[src/mtep_pkg.sv]
package mtep_pkg;

  // Largest number of bytes in one delta time.
  localparam int unsigned MAX_DELTA_BYTES = 4;

  localparam logic [7:0] META_MARK = 8'hFF;

  typedef logic [2:0] phase_t;
  typedef logic [2:0] kind_t;

  // Parse phases.
  localparam phase_t PH_DELTA  = 3'd0;
  localparam phase_t PH_STATUS = 3'd1;
  localparam phase_t PH_MTYPE  = 3'd2;
  localparam phase_t PH_MLEN   = 3'd3;
  localparam phase_t PH_MDATA  = 3'd4;
  localparam phase_t PH_CD1    = 3'd5;
  localparam phase_t PH_CD2    = 3'd6;
  localparam phase_t PH_ENDED  = 3'd7;

  // Event kinds. A meta type that is skipped maps to KIND_SKIP, which shares
  // its code with channel messages but is never emitted.
  localparam kind_t KIND_CHAN  = 3'd0;
  localparam kind_t KIND_SKIP  = 3'd0;
  localparam kind_t KIND_TEMPO = 3'd1;
  localparam kind_t KIND_TSIG  = 3'd2;
  localparam kind_t KIND_KSIG  = 3'd3;
  localparam kind_t KIND_SMPTE = 3'd4;
  localparam kind_t KIND_END   = 3'd5;

  // Meta event types.
  localparam logic [7:0] META_TEMPO = 8'h51;
  localparam logic [7:0] META_TSIG  = 8'h58;
  localparam logic [7:0] META_KSIG  = 8'h59;
  localparam logic [7:0] META_SMPTE = 8'h54;
  localparam logic [7:0] META_END   = 8'h2F;

  // Channel status high nibbles.
  localparam logic [3:0] HI_CHAN_LO = 4'h8;
  localparam logic [3:0] HI_CHAN_HI = 4'hE;
  localparam logic [3:0] HI_PROG    = 4'hC;
  localparam logic [3:0] HI_CHPRESS = 4'hD;

  function automatic kind_t meta_kind(input logic [7:0] t);
    kind_t k;
    case (t)
      META_TEMPO: k = KIND_TEMPO;
      META_TSIG:  k = KIND_TSIG;
      META_KSIG:  k = KIND_KSIG;
      META_SMPTE: k = KIND_SMPTE;
      META_END:   k = KIND_END;
      default:    k = KIND_SKIP;
    endcase
    return k;
  endfunction

endpackage

[src/mtep_if.sv]
interface mtep_in_if;
  logic       valid;
  logic       ready;
  logic       track_start;
  logic [7:0] data_byte;

  modport source (output valid, output track_start, output data_byte, input ready);
  modport sink   (input valid, input track_start, input data_byte, output ready);
endinterface

interface mtep_out_if;
  logic                 valid;
  logic                 ready;
  mtep_pkg::kind_t      event_kind;
  logic [39:0]          event_value;
  logic [27:0]          delta_time;

  modport source (output valid, output event_kind, output event_value, output delta_time,
                  input ready);
  modport sink   (input valid, input event_kind, input event_value, input delta_time,
                  output ready);
endinterface

[src/midi_track_event_parser_top.sv]
// Track event parser for standard MIDI files.
// The input channel carries one byte of a track's event stream per item, plus
// a track_start flag that marks the first delta byte of a new track and forces
// the parser back to reading a delta time. The output channel carries one
// decoded event per item: its kind, a packed 40-bit value and the decoded
// delta time that preceded it. Channel messages, tempo, time signature, key
// signature, SMPTE offset and end of track are reported; other bytes and
// unknown meta events produce no output item.
// An input item is captured in the input register when it is accepted, and the
// parse step then loads the result register from it. Throughput is one byte per
// cycle while the receiver does not stall, set by the single parse step between
// the input register and the result register.
// When the receiver stalls, the result register holds its item and the input
// register holds one more byte; after that the input channel drops ready.
// Reset (synchronous, active low) empties both registers and returns the
// parser to expecting a delta time with all state cleared.
module midi_track_event_parser_top (
  input logic             clk,
  input logic             rst_n,
  mtep_in_if.sink         in_if,
  mtep_out_if.source      out_if
);

  // Input register.
  logic       in_vld_r;
  logic       in_ts_r;
  logic [7:0] in_byte_r;

  // Parser state.
  mtep_pkg::phase_t phase_r, phase_nxt;
  logic [27:0]      dacc_r, dacc_nxt;
  logic [7:0]       status_r, status_nxt;
  logic [7:0]       mtype_r, mtype_nxt;
  logic [7:0]       cnt_r, cnt_nxt;
  logic [39:0]      pay_r, pay_nxt;

  // Result register.
  logic             out_vld_r;
  mtep_pkg::kind_t  out_kind_r;
  logic [39:0]      out_value_r;
  logic [27:0]      out_delta_r;

  logic             advance;
  logic             in_accept;
  logic             emit;
  mtep_pkg::kind_t  emit_kind;

  // Step comb scratch.
  mtep_pkg::phase_t ph;
  logic [7:0]       cnt;
  logic [7:0]       cnt_inc;
  logic [7:0]       cnt_dec;
  logic [27:0]      dacc_base;
  mtep_pkg::kind_t  mk;
  logic             finish;

  // The parse step runs when a byte waits and the result register is free or
  // being emptied in this same cycle.
  assign advance   = in_vld_r && (!out_vld_r || out_if.ready);
  assign in_if.ready = !in_vld_r || advance;
  assign in_accept = in_if.valid && in_if.ready;

  always_comb begin
    // A new track restarts the parser in the delta phase.
    ph        = in_ts_r ? mtep_pkg::PH_DELTA : phase_r;
    cnt       = in_ts_r ? 8'd0 : cnt_r;
    cnt_inc   = cnt + 8'd1;
    cnt_dec   = (cnt != 8'd0) ? cnt - 8'd1 : 8'd0;
    dacc_base = (cnt == 8'd0) ? 28'd0 : dacc_r;
    mk        = mtep_pkg::meta_kind(mtype_r);

    phase_nxt  = ph;
    cnt_nxt    = cnt;
    dacc_nxt   = dacc_r;
    status_nxt = status_r;
    mtype_nxt  = mtype_r;
    pay_nxt    = pay_r;
    emit       = 1'b0;
    emit_kind  = mtep_pkg::KIND_CHAN;
    finish     = 1'b0;

    case (ph)
      mtep_pkg::PH_DELTA: begin
        // Seven bits per byte, most significant group first.
        dacc_nxt = {dacc_base[20:0], in_byte_r[6:0]};
        if (!in_byte_r[7] || (cnt_inc >= 8'(mtep_pkg::MAX_DELTA_BYTES))) begin
          phase_nxt = mtep_pkg::PH_STATUS;
          cnt_nxt   = 8'd0;
        end else begin
          cnt_nxt = cnt_inc;
        end
      end
      mtep_pkg::PH_STATUS: begin
        if (in_byte_r == mtep_pkg::META_MARK) begin
          phase_nxt = mtep_pkg::PH_MTYPE;
        end else if (in_byte_r[7:4] inside {[mtep_pkg::HI_CHAN_LO:mtep_pkg::HI_CHAN_HI]}) begin
          status_nxt = in_byte_r;
          pay_nxt    = {32'd0, in_byte_r};
          phase_nxt  = mtep_pkg::PH_CD1;
        end else begin
          // System and stray bytes are dropped.
          phase_nxt = mtep_pkg::PH_DELTA;
          cnt_nxt   = 8'd0;
        end
      end
      mtep_pkg::PH_MTYPE: begin
        mtype_nxt = in_byte_r;
        phase_nxt = mtep_pkg::PH_MLEN;
      end
      mtep_pkg::PH_MLEN: begin
        pay_nxt = 40'd0;
        cnt_nxt = in_byte_r;
        if (in_byte_r == 8'd0) begin
          finish = 1'b1;
        end else begin
          phase_nxt = mtep_pkg::PH_MDATA;
        end
      end
      mtep_pkg::PH_MDATA: begin
        // Only the last five data bytes survive the shift.
        pay_nxt = {pay_r[31:0], in_byte_r};
        cnt_nxt = cnt_dec;
        if (cnt_dec == 8'd0) begin
          finish = 1'b1;
        end
      end
      mtep_pkg::PH_CD1: begin
        pay_nxt = {24'd0, in_byte_r, status_r};
        if ((status_r[7:4] == mtep_pkg::HI_PROG) || (status_r[7:4] == mtep_pkg::HI_CHPRESS)) begin
          phase_nxt = mtep_pkg::PH_DELTA;
          cnt_nxt   = 8'd0;
          emit      = 1'b1;
        end else begin
          phase_nxt = mtep_pkg::PH_CD2;
        end
      end
      mtep_pkg::PH_CD2: begin
        pay_nxt   = {16'd0, in_byte_r, pay_r[15:0]};
        phase_nxt = mtep_pkg::PH_DELTA;
        cnt_nxt   = 8'd0;
        emit      = 1'b1;
      end
      default: begin
        // After end of track every byte is ignored until a new track starts.
      end
    endcase

    // Close of a meta event: end of track parks the parser, anything else
    // goes back to the delta phase; only captured types emit.
    if (finish) begin
      cnt_nxt   = 8'd0;
      phase_nxt = (mk == mtep_pkg::KIND_END) ? mtep_pkg::PH_ENDED : mtep_pkg::PH_DELTA;
      if (mk != mtep_pkg::KIND_SKIP) begin
        emit      = 1'b1;
        emit_kind = mk;
      end
    end
  end

  always_ff @(posedge clk) begin
    if (!rst_n) begin
      in_vld_r <= 1'b0;
    end else if (in_accept) begin
      in_vld_r <= 1'b1;
    end else if (advance) begin
      in_vld_r <= 1'b0;
    end
  end

  always_ff @(posedge clk) begin
    if (in_accept) begin
      in_ts_r   <= in_if.track_start;
      in_byte_r <= in_if.data_byte;
    end
  end

  always_ff @(posedge clk) begin
    if (!rst_n) begin
      phase_r  <= mtep_pkg::PH_DELTA;
      cnt_r    <= 8'd0;
      dacc_r   <= 28'd0;
      status_r <= 8'd0;
      mtype_r  <= 8'd0;
      pay_r    <= 40'd0;
    end else if (advance) begin
      phase_r  <= phase_nxt;
      cnt_r    <= cnt_nxt;
      dacc_r   <= dacc_nxt;
      status_r <= status_nxt;
      mtype_r  <= mtype_nxt;
      pay_r    <= pay_nxt;
    end
  end

  always_ff @(posedge clk) begin
    if (!rst_n) begin
      out_vld_r <= 1'b0;
    end else if (advance) begin
      out_vld_r <= emit;
    end else if (out_if.ready) begin
      out_vld_r <= 1'b0;
    end
  end

  always_ff @(posedge clk) begin
    if (advance && emit) begin
      out_kind_r  <= emit_kind;
      out_value_r <= pay_nxt;
      out_delta_r <= dacc_nxt;
    end
  end

  assign out_if.valid       = out_vld_r;
  assign out_if.event_kind  = out_kind_r;
  assign out_if.event_value = out_value_r;
  assign out_if.delta_time  = out_delta_r;

  // A waiting byte that cannot be parsed stays in the input register.
  a_in_hold: assert property (@(posedge clk) disable iff (!rst_n)
    (in_vld_r && !advance) |=> in_vld_r)
    else $error("input byte lost while the result register was blocked");

  // A new result only appears through a parse step.
  a_out_from_step: assert property (@(posedge clk) disable iff (!rst_n)
    $rose(out_vld_r) |-> $past(advance))
    else $error("result appeared without a parse step");

  // Reporting end of track leaves the parser parked.
  a_end_parks: assert property (@(posedge clk) disable iff (!rst_n)
    (advance && emit && (emit_kind == mtep_pkg::KIND_END)) |=> (phase_r == mtep_pkg::PH_ENDED))
    else $error("end of track did not park the parser");

endmodule
[src/flat_wrapper.sv]
// flat-port wrapper written by rule: the top's interface ports become plain ports
module midi_track_event_parser_top_flat 
  (clk, rst_n, in_if_valid, in_if_track_start, in_if_data_byte, in_if_ready, out_if_valid, out_if_event_kind, out_if_event_value, out_if_delta_time, out_if_ready);
  mtep_in_if in_if_i ();
  mtep_out_if out_if_i ();
  input logic clk;
  input logic rst_n;
  input wire logic [$bits(in_if_i.valid)-1:0] in_if_valid;
  input wire logic [$bits(in_if_i.track_start)-1:0] in_if_track_start;
  input wire logic [$bits(in_if_i.data_byte)-1:0] in_if_data_byte;
  output wire logic [$bits(in_if_i.ready)-1:0] in_if_ready;
  output wire logic [$bits(out_if_i.valid)-1:0] out_if_valid;
  output wire logic [$bits(out_if_i.event_kind)-1:0] out_if_event_kind;
  output wire logic [$bits(out_if_i.event_value)-1:0] out_if_event_value;
  output wire logic [$bits(out_if_i.delta_time)-1:0] out_if_delta_time;
  input wire logic [$bits(out_if_i.ready)-1:0] out_if_ready;
  assign in_if_i.valid = in_if_valid;
  assign in_if_i.track_start = in_if_track_start;
  assign in_if_i.data_byte = in_if_data_byte;
  assign in_if_ready = in_if_i.ready;
  assign out_if_valid = out_if_i.valid;
  assign out_if_event_kind = out_if_i.event_kind;
  assign out_if_event_value = out_if_i.event_value;
  assign out_if_delta_time = out_if_i.delta_time;
  assign out_if_i.ready = out_if_ready;
  midi_track_event_parser_top u_core (.clk(clk), .rst_n(rst_n), .in_if(in_if_i), .out_if(out_if_i));
endmodule
[config.mk]
export PLATFORM = sky130hd
export DESIGN_NAME = midi_track_event_parser_top_flat
export DESIGN_NICKNAME = d
export VERILOG_FILES = /design/src/mtep_pkg.sv /design/src/mtep_if.sv /design/src/midi_track_event_parser_top.sv /design/src/flat_wrapper.sv
export SDC_FILE = /design/constraint.sdc
export NUM_CORES = 1
export LEC_CHECK = 0
export BUFFER_PORTS_ARGS = -buffer_cell sky130_fd_sc_hd__buf_2
export CORE_UTILIZATION = 53
export CTS_CLUSTER_DIAMETER = 120
export CTS_CLUSTER_SIZE = 12
export DETAILED_ROUTE_END_ITERATION = 8
export PLACE_DENSITY_LB_ADDON = 0.25
export SLEW_MARGIN = 20
export SYNTH_ARGS = -nofsm -noshare
export SYNTH_HDL_FRONTEND = slang
export SYNTH_SLANG_ARGS = --single-unit
export TNS_END_PERCENT = 5
[constraint.sdc]
create_clock -name clk -period 5.4 [get_ports clk]
set_input_delay 0.27 -clock clk [delete_from_list [all_inputs] [get_ports clk]]
set_output_delay 0.27 -clock clk [all_outputs]
set_load 0.05 [all_outputs]
==> run metrics <==
CP arrival 4.04 ns; cell mode on critical path o31ai_4; Yosys cell types 66; vias in the first global route 5417; hold path cells 1; Max VDD drop between 0.2 and 0.25 mV; Largest stage delay, worst path 0.86 ns; Area Overhead vs Synth 13.4%; worst slew pin tran 0.920 ns; drt first-iter violations slightly above 800; setup TNS 0 ns; crit path time final 3.98 ns; Buffers on Ports 85; final core utilization a little over three fifths; Via Count approximately 5800; crit path kind flop to flop; CP Data Required Time between 5 and 6 ns; Die Width 123 um; Crit Path Max Fanout 43; CTS Buf Count 17; Post-Syn Area per Cell roughly 11 um2; Final Hold Fails 0; fin cells 951; Pre-Repair DR Iteration Count 9; gpl congestion 0.870; drt drc 2; switching part of the total 22.8%; unrepaired setup endpoints after global routing false; status finished with violations; CTS tree done; IO Count 86; Psw 0.000640 W; Layout Nets slightly below 800; r2r worst-path depth 11; Clock power frac 41.4%; clock root buffer clkbuf_16; fraction of registers with async set/reset 0%; sequential-to-total area share from yosys stat 55.9%; hold_buf cts 0; Layout Skew around 0.0073 ns; starting density of the core between 50% and 60%; Hold/Removal Path Class primary input to flop; PostCTS Resize Cnt 0; Max Root-Sink Buffers 2; Die Span Y approximately 120 um; htree depth 4; Seq cells post-synth approximately 180; total track usage 24.1%; Worst setup EP type flop; ant diodes 0; pin count of the biggest net entering global routing 75; Avg WL per Cell 18.4 um; Worst path slowest cell edfxtp_1; Setup crit start kind flop; slew margin rel. between 30% and 40%; Pint 0.00217 W; Detail Route Antenna Nets 0; DP Area 8230 um2; Die ar. 15100 um2; EDFF count, synth 80; initial antenna violation count 0; clock latency on the worst-skew pair 0.43 ns; CTS Sinks approximately 180; post-route cell area between 8000 and 9000 um2; # rows between 40 and 50; Cells after DPL 918; Cells after Synth 705; Mapped Area between 7000 and 8000 um2; GR Overflow Total 0; Logic pwr share about 5.9%; Reg power frac between 50% and 60%; post-DR vias/cell 6.11; Syn Nets 719; Yosys warning count 0; Routed WL 17.5 mm; max-slew violations 0; dominant synthesized flop cell dfxtp_1; Pwr Density 319 nW/um2; Leak about 3.6 nW; post-DP HPWL roughly 11 mm; Max Freq 251 MHz; first-pass GRT wire length 27.8 mm; failing checks design-rule violations; fill cell count 1106; final setup fails 0; post-CTS setup buffer count 0; part of the cycle the worst path needs 73.6%; core box area 14100 um2; crit path cell chain inv_2 -> nand2_1 -> ha_1 -> or3b_4 -> xnor2_4 -> o31ai_4 -> a31oi_2 -> o31ai_4 -> a221oi_2 -> nor2_4 -> buf_4; Max Cap Viol 0; fraction of layout cells with a size suffix above 1 19.5%; clock slew at reported path FFs 0.06 ns
==> critical path: cells and delay by family (launching register included) <==
family / cells / cell delay (ns)
buf+inv: 2 / 0.65
flops: 1 / 0.86
xor+xnor: 1 / 0.15
simple gates: 3 / 0.71
fa+ha+maj: 1 / 0.27
compound gates: 4 / 0.93
==> Yosys cell counts (3+ instances only) <==
cell type	n	area share [%]
o211a_1	41	5.3
nor3b_1	3	0.29
buf_2	18	1.2
a31oi_1	3	0.24
buf_1	7	0.34
a21boi_0	26	2.5
dfxtp_1	97	25
a22o_1	38	4.3
mux2_2	7	1.0
nand4b_1	3	0.34
o21ai_1	4	0.26
edfxtp_1	80	31
nand2_1	96	4.6
nand2b_1	23	1.9
clkbuf_1	30	1.5
nor3_1	4	0.26
nor2b_1	26	2.1
a21oi_1	12	0.77
a222oi_1	20	2.6
buf_4	3	0.29
mux2i_1	15	1.9
inv_1	26	1.3
nand4_1	4	0.32
o21ai_0	16	1.0
xnor2_1	3	0.34
nand3_1	13	0.84
nor2_1	29	1.4
a22oi_1	10	0.97
nor4_1	3	0.24
==> cell families (layout without fill, tap and decap cells) <==
group	Yosys count	after routing	synth area share [%]
fa+ha+maj	1	1	0.161
simple gates	219	219	14.2
mux	22	22	2.95
flops	177	177	55.9
compound gates	193	193	20.8
buf+inv	87	153	4.95
xor+xnor	6	6	0.918
==> per-layer routing <==
metal	part of all wire, %	routed length, um	track usage, %	vias up
met4	1.4	250	8.73	0
li1	-	-	-	2705
met3	7.2	1250	5.49	21
met2	48	8360	38.5	235
met5	0	0	0	-
met1	44	7620	32.2	2854
==> state kept, by name, indices dropped and copies added, names as in the netlist <==
signal	count
u_core.out_if.event_value	40
u_core.pay_r	40
u_core.dacc_r	28
u_core.out_if.delta_time	28
u_core.cnt_r	8
u_core.in_byte_r	8
u_core.mtype_r	8
u_core.status_r	8
u_core.out_if.event_kind	3
u_core.phase_r	3
u_core.in_ts_r	1
u_core.in_vld_r	1
u_core.out_if.valid	1
==> final cells by class <==
type	count	area [um2]	area share [%]
well taps	180	225	2.56
inverters	27	101	1.15
clock inverters	7	46.3	0.525
flip-flops and latches	177	4340	49.3
clock buffers	25	518	5.88
multi-input cells	441	3080	35.0
repair buffers	94	495	5.62
==> worst paths after layout <==
| kind | startpoint | end | slack (ns) |
|---|---|---|---|
| min reg2reg | u_core.pay_r[37] | u_core.pay_r[37] | 0.47 |
| max | u_core.in_ts_r | u_core.out_if.delta_time[14] | 1.42 |
| max reg2reg | u_core.in_ts_r | u_core.out_if.delta_time[14] | 1.42 |
| min | in_if_data_byte[2] | u_core.in_byte_r[2] | 0.02 |
==> through the flow <==
step | power, W | setup WS (ns) | hold slack, ns
6_report | 0.00281 | 1.42 | 0.0175
5_1_grt | 0.00290 | 1.18 | 0.0000950
3_5_place_dp | 0.00167 | 1.43 | 0.448
3_3_place_gp | 0.00166 | 1.51 | 0.447
2_1_floorplan | 0.00162 | 0.909 | 0.369
4_1_cts | 0.00282 | 1.39 | 0.00433
==> power groups by stage <==
stage          Clock [W]  Combinational, W  Sequential [W]
3_5_place_dp           0          0.000162         0.00151
6_report         0.00116          0.000165         0.00148
3_3_place_gp           0          0.000158         0.00151
4_1_cts          0.00118          0.000164         0.00148
2_1_floorplan          0          0.000147         0.00147
5_1_grt          0.00123          0.000182         0.00148
==> placed cells by master (no fill, tap or decap), types with 3 or more instances in the layout <==
cell | synthesis | final
a21boi_0 | 26 | 26
a21oi_1 | 12 | 11
a222oi_1 | 20 | 20
a22o_1 | 38 | 38
a22oi_1 | 10 | 10
a31oi_1 | 3 | 3
buf_2 | 18 | 85
buf_4 | 3 | 8
clkbuf_1 | 30 | 4
clkbuf_16 | 0 | 19
clkinv_2 | 0 | 4
dfxtp_1 | 97 | 97
edfxtp_1 | 80 | 80
inv_1 | 26 | 26
mux2_2 | 7 | 7
mux2i_1 | 15 | 15
nand2_1 | 96 | 96
nand2b_1 | 23 | 22
nand3_1 | 13 | 13
nand4_1 | 4 | 4
nand4b_1 | 3 | 3
nor2_1 | 29 | 27
nor2b_1 | 26 | 25
nor3_1 | 4 | 3
nor3b_1 | 3 | 3
nor4_1 | 3 | 3
o211a_1 | 41 | 41
o21ai_0 | 16 | 16
o21ai_1 | 4 | 4
xnor2_1 | 3 | 3
Power figures use the tool's default switching activity.
